[src/rtl/ccpe_pkg.sv]
// shared constants and helpers for the cubic curve point evaluator
// used by ccpe_div6 and cubic_curve_point_evaluator; no dependencies
package ccpe_pkg;

	localparam int COORD_BITS_DEF  = 24;
	localparam int T_FRAC_BITS_DEF = 16;

	// dividend bits consumed by one divider stage
	localparam int DIV_CHUNK = 8;

	localparam logic BASIS_BEZIER  = 1'b0;
	localparam logic BASIS_BSPLINE = 1'b1;

	// msb-first division by three of one chunk, remainder carried in and out
	// result is {remainder, quotient bits}
	function automatic logic [DIV_CHUNK+1:0] div3_chunk(input logic [1:0] rem_in,
		input logic [DIV_CHUNK-1:0] din);
		logic [1:0]           rem;
		logic [2:0]           part;
		logic [DIV_CHUNK-1:0] quo;
		rem = rem_in;
		quo = '0;
		for (int i = DIV_CHUNK - 1; i >= 0; i--) begin
			part = {rem, din[i]};
			if (part >= 3'd3) begin
				quo[i] = 1'b1;
				rem    = 2'(part - 3'd3);
			end else begin
				quo[i] = 1'b0;
				rem    = part[1:0];
			end
		end
		return {rem, quo};
	endfunction

endpackage

[src/rtl/ccpe_div6.sv]
// divide-by-six tail of the evaluator: pipelined msb-first division by three,
// one chunk per stage, then the output register; depends on ccpe_pkg
module ccpe_div6 #(
	parameter int COORD_BITS = ccpe_pkg::COORD_BITS_DEF
) (
	input  logic                  clk,
	input  logic                  arst_n,
	input  logic                  in_valid,
	output logic                  in_ready,
	input  logic [COORD_BITS+2:0] in_sum,
	input  logic                  in_spline,
	output logic                  out_valid,
	input  logic                  out_ready,
	output logic [COORD_BITS-1:0] out_value
);
	import ccpe_pkg::*;

	localparam int RW = COORD_BITS + 3;
	localparam int YW = COORD_BITS + 2;
	localparam int ND = (YW + DIV_CHUNK - 1) / DIV_CHUNK;
	localparam int PW = ND * DIV_CHUNK;

	logic          v_s   [ND];
	logic [1:0]    rem_s [ND];
	logic [PW-1:0] x_s   [ND];
	logic [RW-1:0] r_s   [ND];
	logic          spl_s [ND];
	logic          en    [ND+1];

	logic                  out_v_q;
	logic [COORD_BITS-1:0] out_value_q;

	for (genvar k = 0; k < ND; k++) begin : g_stage
		logic                 vi;
		logic [1:0]           rem_i;
		logic [PW-1:0]        x_i;
		logic [RW-1:0]        r_i;
		logic                 spl_i;
		logic [DIV_CHUNK+1:0] res;
		logic [PW-1:0]        x_next;

		if (k == 0) begin : g_first
			// floor(x/6) = floor(floor(x/2)/3)
			assign vi    = in_valid;
			assign rem_i = 2'd0;
			assign x_i   = PW'(in_sum[RW-1:1]);
			assign r_i   = in_sum;
			assign spl_i = in_spline;
		end else begin : g_next
			assign vi    = v_s[k-1];
			assign rem_i = rem_s[k-1];
			assign x_i   = x_s[k-1];
			assign r_i   = r_s[k-1];
			assign spl_i = spl_s[k-1];
		end

		assign res   = div3_chunk(rem_i, x_i[PW-1-k*DIV_CHUNK -: DIV_CHUNK]);
		assign en[k] = !v_s[k] || en[k+1];

		always_comb begin
			x_next = x_i;
			x_next[PW-1-k*DIV_CHUNK -: DIV_CHUNK] = res[DIV_CHUNK-1:0];
		end

		always_ff @(posedge clk or negedge arst_n) begin
			if (!arst_n) begin
				v_s[k] <= 1'b0;
			end else if (en[k]) begin
				v_s[k] <= vi;
			end
		end

		always_ff @(posedge clk) begin
			if (en[k] && vi) begin
				rem_s[k] <= res[DIV_CHUNK+1:DIV_CHUNK];
				x_s[k]   <= x_next;
				r_s[k]   <= r_i;
				spl_s[k] <= spl_i;
			end
		end
	end

	assign en[ND]   = !out_v_q || out_ready;
	assign in_ready = en[0];

	always_ff @(posedge clk or negedge arst_n) begin
		if (!arst_n) begin
			out_v_q <= 1'b0;
		end else if (en[ND]) begin
			out_v_q <= v_s[ND-1];
		end
	end

	// pick the quotient or the plain sum, then drop the offset by flipping the msb
	always_ff @(posedge clk) begin
		if (en[ND] && v_s[ND-1]) begin
			if (spl_s[ND-1] == BASIS_BSPLINE) begin
				out_value_q <= {~x_s[ND-1][COORD_BITS-1], x_s[ND-1][COORD_BITS-2:0]};
			end else begin
				out_value_q <= {~r_s[ND-1][COORD_BITS-1], r_s[ND-1][COORD_BITS-2:0]};
			end
		end
	end

	assign out_valid = out_v_q;
	assign out_value = out_value_q;

endmodule

[config.mk]
export PLATFORM = sky130hd
export DESIGN_NAME = ccpe_div6
export DESIGN_NICKNAME = d
export VERILOG_FILES = /design/src/rtl/ccpe_pkg.sv /design/src/rtl/ccpe_div6.sv
export SDC_FILE = /design/constraint.sdc
export NUM_CORES = 1
export LEC_CHECK = 0
export BUFFER_PORTS_ARGS = -buffer_cell sky130_fd_sc_hd__buf_2
export CORE_UTILIZATION = 65
export DETAILED_ROUTE_END_ITERATION = 12
export MAX_ROUTING_LAYER = met4
export PLACE_DENSITY_LB_ADDON = 0.3
export SYNTH_ARGS = -nofsm -noshare
export SYNTH_HDL_FRONTEND = slang
export SYNTH_SLANG_ARGS = --single-unit
[constraint.sdc]
create_clock -name clk -period 10.19 [get_ports clk]
set_input_delay 2.038 -clock clk [delete_from_list [all_inputs] [get_ports clk]]
set_output_delay 2.038 -clock clk [all_outputs]
set_load 0.01 [all_outputs]
### After elaboration in Yosys (flattened, before gate mapping)

Memory sizes are Yosys's and may differ from the RTL's.
Index checks and enable logic that the tools add are counted.
Widths: inputs -> output; s select.

* flip-flop bits (word level): 29
* latch bits: 0
* memory bits (writable): 248
* memory bits (read-only): 0
* input bits: 32
* memories: 4

* $add $sub $neg: 26
* $mul: 0
* divide/modulo/power cells: 0
* $lt $le $gt $ge: 26
* equality and inequality tests: 0
* shifts and indexed selects: 0
* multiplexer cells: 61
* bitwise logic cells: 2
* reductions and logical operators: 15

Memories
* x_s: depth 4, width 32, rd ports 4, clocked after memory_dff 0, write ports 4, RTL line ccpe_div6.sv:25 `logic [PW-1:0] x_s [ND];`
* r_s: depth 4, width 27, rd ports 4, clocked after memory_dff 0, write ports 4, RTL line ccpe_div6.sv:26 `logic [RW-1:0] r_s [ND];`
* rem_s: depth 4, width 2, rd ports 3, clocked after memory_dff 0, write ports 4, RTL line ccpe_div6.sv:24 `logic [1:0] rem_s [ND];`
* spl_s: depth 4, width 1, rd ports 4, clocked after memory_dff 0, write ports 4, RTL line ccpe_div6.sv:27 `logic spl_s [ND];`

Operator list (count)
* $ge 3x2->1 const B: 25
* $mux 2: 26
* $sub 2x2->2 const B: 25
* $mux 1: 34
* $mux 24: 1
* $logic_and 1x1->1: 5
* $logic_not 1->1: 5
* $logic_or 1x1->1: 5
* $ge 1x2->1 const B: 1
* $not 1->1: 2
* $sub 1x2->2 const B: 1

### Longest topological paths before layout

An unclocked memory read counts as a cell.

* word-level depth: 17
* gate-level depth with buffers: 38
* depth with buffers taken out: 36

### Worst setup path before layout

No wires, ideal clock.

* kind: flip-flop to flip-flop
* start: memory r_s[0][24] in the netlist's numbering
* end: memory x_s[1][16] in the netlist's numbering (data pin)
* arrival: 6.611 ns
* required time: 9.936 ns
* slack: 3.325 ns
* stages on the path, launching flop included: 34
* path buffers: 1
* clock period less this slack: 6.865 ns
* cell sequence: edfxtp_1 -> ha_1 -> or3_4 -> a21oi_1 -> ha_1 -> clkbuf_1 -> nor4bb_1 -> o21ai_0 -> and2_1 -> inv_1 -> ha_1 -> a21oi_1 -> a22o_1 -> mux2_2 -> inv_2 -> ha_1 -> nor2_1 -> a32o_1 -> a21oi_1 -> ha_1 -> nor2b_1 -> a21oi_1 -> o221ai_2 -> ha_1 -> o32ai_2 -> nand2b_4 -> mux2i_1 -> ha_1 -> nand2b_1 -> mux2i_1 -> a221o_1 -> ha_1 -> o21bai_2 -> nor2b_1

RTL lines (RTL line)
* from (decl): ccpe_div6.sv:26
* to (decl): ccpe_div6.sv:25

==> results.md <==
- Outcome: finished, final reports clean
- Placed Cells: 730
- Row cnt: 40
- Final setup TNS: 0 ns
- Critical Path Most Common Cell: ha_1
- Setup Viol. Count Final: 0
- Hold buffers post-CTS: 0
- DRT antenna net count: 0
- Critical path's slowest cell: edfxtp_1
- Worst EP required: 10.47 ns
- Detailed Route Iter0 Violations: about 360
- Fin nets: 657
- VDD IR max: about 0.00015 V
- EDFF count, synth: roughly 180
- Clk pwr share: 0.256
- DP HPWL: 8500 um
- Int Power: 1.75 mW
- DR WL/cell: 17.7 um
- Ys Warns: 0
- Fraction of registers with async set/reset: 0.0272
- Fin Hold WS: 0.414 ns
- Worst R2R Path Depth: 35
- CTS HTree Levels: 4
- Clock Sinks: about 180
- Die Width: 113 um
- Hold Path Cell Cnt: 0
- DRC: 0
- Final GP Congestion: ~0.9
- Syn Inst Count: 537
- Top Family by Delay on Critical Path: compound AO/OA/AOI/OAI gates
- DR vias: around 4700
- Pin count of the biggest net entering global routing: 50
- Total grt overflow: 0
- Register bit total from synthesis: between 150 and 200
- Synth-to-Final Area Change: 12.8%
- Max Cap Viol: 0
- Initial antenna violation count: 0
- Non-Filler Instances: 762
- P_sw: 0.773 mW
- Clk_skew: 0.0118 ns
- Final Cycle Share: 0.780
- Slew margin rel.: 0.242
- Sequential share of the synthesized area: 0.689
- Synthesized Nets: 592
- Sw Share: 0.307
- Root Driver: clkbuf_16
- Commonest non-fill, non-tap cell in the layout: edfxtp_1
- Global-route wire length before repair: roughly 22000 um
- Initial Utilization: 0.665
- Critical path class: reg2reg
- Num CTS Buffers: 17
- Fin crit period: 7.95 ns
- Via density per instance: 6.16
- Fmax: around 130 MHz
- Unique masters post-synth: a little under 80
- Vias in the first global route: 4764
- Top FF cell, synth: edfxtp_1
- Comb power frac: 0.303
- GRT Util Overall: 0.240
- Static leakage: approximately 3.3 nW
- RSZ-0062 raised after global routing: no
- Tightest Pin Transition: 1.14 ns
- CP peak stage delay: a little under 0.5 ns
- Yosys top cell area share: 0.673
- CTS tree: yes
- CP Data Arrival Time: 8.23 ns
- HP Class: reg2reg
- Max-slew violations: 0
- CTS max path bufs: 2
- Most frequent cells in the layout: edfxtp_1 (179), buf_2 (57), nand2_1 (33)
- CP Max Fanout: 9
- Post-synth top area cell: edfxtp_1
- Mapped Avg Cell Area: 14.9 um^2
- Pre-Repair DR Iteration Count: 6
- Cell Pwr Density: ~280 mW/mm^2
- Crit end category: register
- Clk slew on worst S/H paths: 0.06 ns
- ANT cells: 0
- Share of layout cells above drive strength 1: 0.221
- Levels on crit path: 35
- Top cells by area, synth: edfxtp_1 (67%), mux2_2 (3.7%), ha_1 (3.6%)
- Fin. Hold Viols: 0
- DRT Wirelength: 13500 um
- Core Box Area: roughly 0.012 mm^2
- Post-CTS resize count: 0
- Die area: about 0.013 mm^2
- Cell area after synthesis: between 0.007 and 0.008 mm^2
- Setup Fix Bufs, Post-CTS: 0
- Crit path launch type: register
- Worst skew pair latency: 0.42 ns
- Flop pwr share: 0.442
- # IOs: 58
- Port Buf Inserts: 57
- WP buf/inv: 2
- Die height: 113 um
-- logic make-up after synthesis --
family	Yosys count	synth area share
DFF	184	0.689
and+or+nand+nor	148	0.0979
AOI/OAI and AO/OA	107	0.104
muxes	40	0.0548
buffers and inverters	34	0.0171
adders and majority gates	23	0.0360
xor gates and xnor gates	1	0.00110
-- area by class of cell --
cell class / count / area, um^2
fill: 699 / 3000
multi-input combinational: 319 / 2360
inverter: 20 / 75.1
tap: 147 / 184
timing repair buffer: 60 / 308
clock inverter: 13 / 155
clock buffer: 19 / 433
sequential: 184 / 5500
-- flip-flops by register name (all words and copies together) (netlist names) --
signal and flops:
rem_s 6, out_valid 1, out_value 24, r_s 97, g_stage.vi 3, v_s 1, x_s 48, spl_s 4
-- per-layer routing --
metal  track usage  part of all wire  vias up
li1              -                 -     2221
met3        0.0557             0.043       29
met4         0.112             0.022        0
met1         0.260              0.39     2286
met5             -                 0        -
met2         0.419              0.54      159
-- path summary, 6_finish.rpt --
| check | from | end | slack [ns] |
|---|---|---|---|
| setup / recovery | rem_s[0][0] | rem_s[1][1] | 2.24 |
| hold / removal | r_s[1][18] | r_s[2][18] | 0.41 |
| setup reg to reg | rem_s[0][0] | rem_s[1][1] | 2.24 |
| hold reg to reg | r_s[1][18] | r_s[2][18] | 0.41 |
| max in group asynchronous | arst_n | g_stage[1].vi | 8.64 |
| min in group asynchronous | arst_n | v_s[0] | 1.42 |
-- cells in the mapped netlist (3+ instances only) --
| master | n |
|---|---|
| and2_1 | 6 |
| o21a_1 | 3 |
| edfxtp_1 | 179 |
| o21bai_1 | 3 |
| nand3_1 | 6 |
| nor2b_1 | 16 |
| clkbuf_1 | 11 |
| nor3_1 | 20 |
| o22ai_1 | 5 |
| o211ai_1 | 4 |
| nand2b_1 | 11 |
| ha_1 | 23 |
| nor2_1 | 30 |
| o21ai_0 | 13 |
| a221oi_1 | 3 |
| mux2i_1 | 13 |
| o31ai_1 | 3 |
| inv_1 | 19 |
| a22oi_1 | 6 |
| dfrtp_1 | 5 |
| nand2_1 | 33 |
| a21o_1 | 6 |
| nor4_1 | 3 |
| a21oi_1 | 20 |
| a211o_1 | 5 |
| mux2_2 | 26 |
| nor3b_1 | 3 |
-- power by group through the flow --
stage,logic [mW],registers [mW],clock network (mW)
global route,0.845,1.13,0.685
CTS,0.755,1.11,0.654
detailed placement,0.736,1.13,0
global placement,0.691,1.12,0
finish,0.763,1.11,0.644
floorplan,0.590,1.11,0
-- worst register-to-register path, delay by kind of cell, from the launching register on --
| family | cells | cell delay, ns |
|---|---|---|
| buffers and inverters | 2 | 0.18 |
| AOI/OAI and AO/OA | 13 | 2.87 |
| muxes | 3 | 0.69 |
| DFF | 1 | 0.49 |
| and+or+nand+nor | 9 | 1.41 |
| adders and majority gates | 8 | 2.16 |
-- per-stage QoR --
step	utilization	power [mW]	instance area, um^2	worst slack [ns]
after CTS	0.750	2.52	9010	2.37
after detailed placement	0.701	1.86	8420	2.47
after floorplan	-	1.70	7990	3.32
after global routing	0.750	2.66	9010	1.62
after global placement	0.701	1.81	8420	3.11
final	0.750	2.52	9010	2.24
Power figures use the tool's default switching activity.
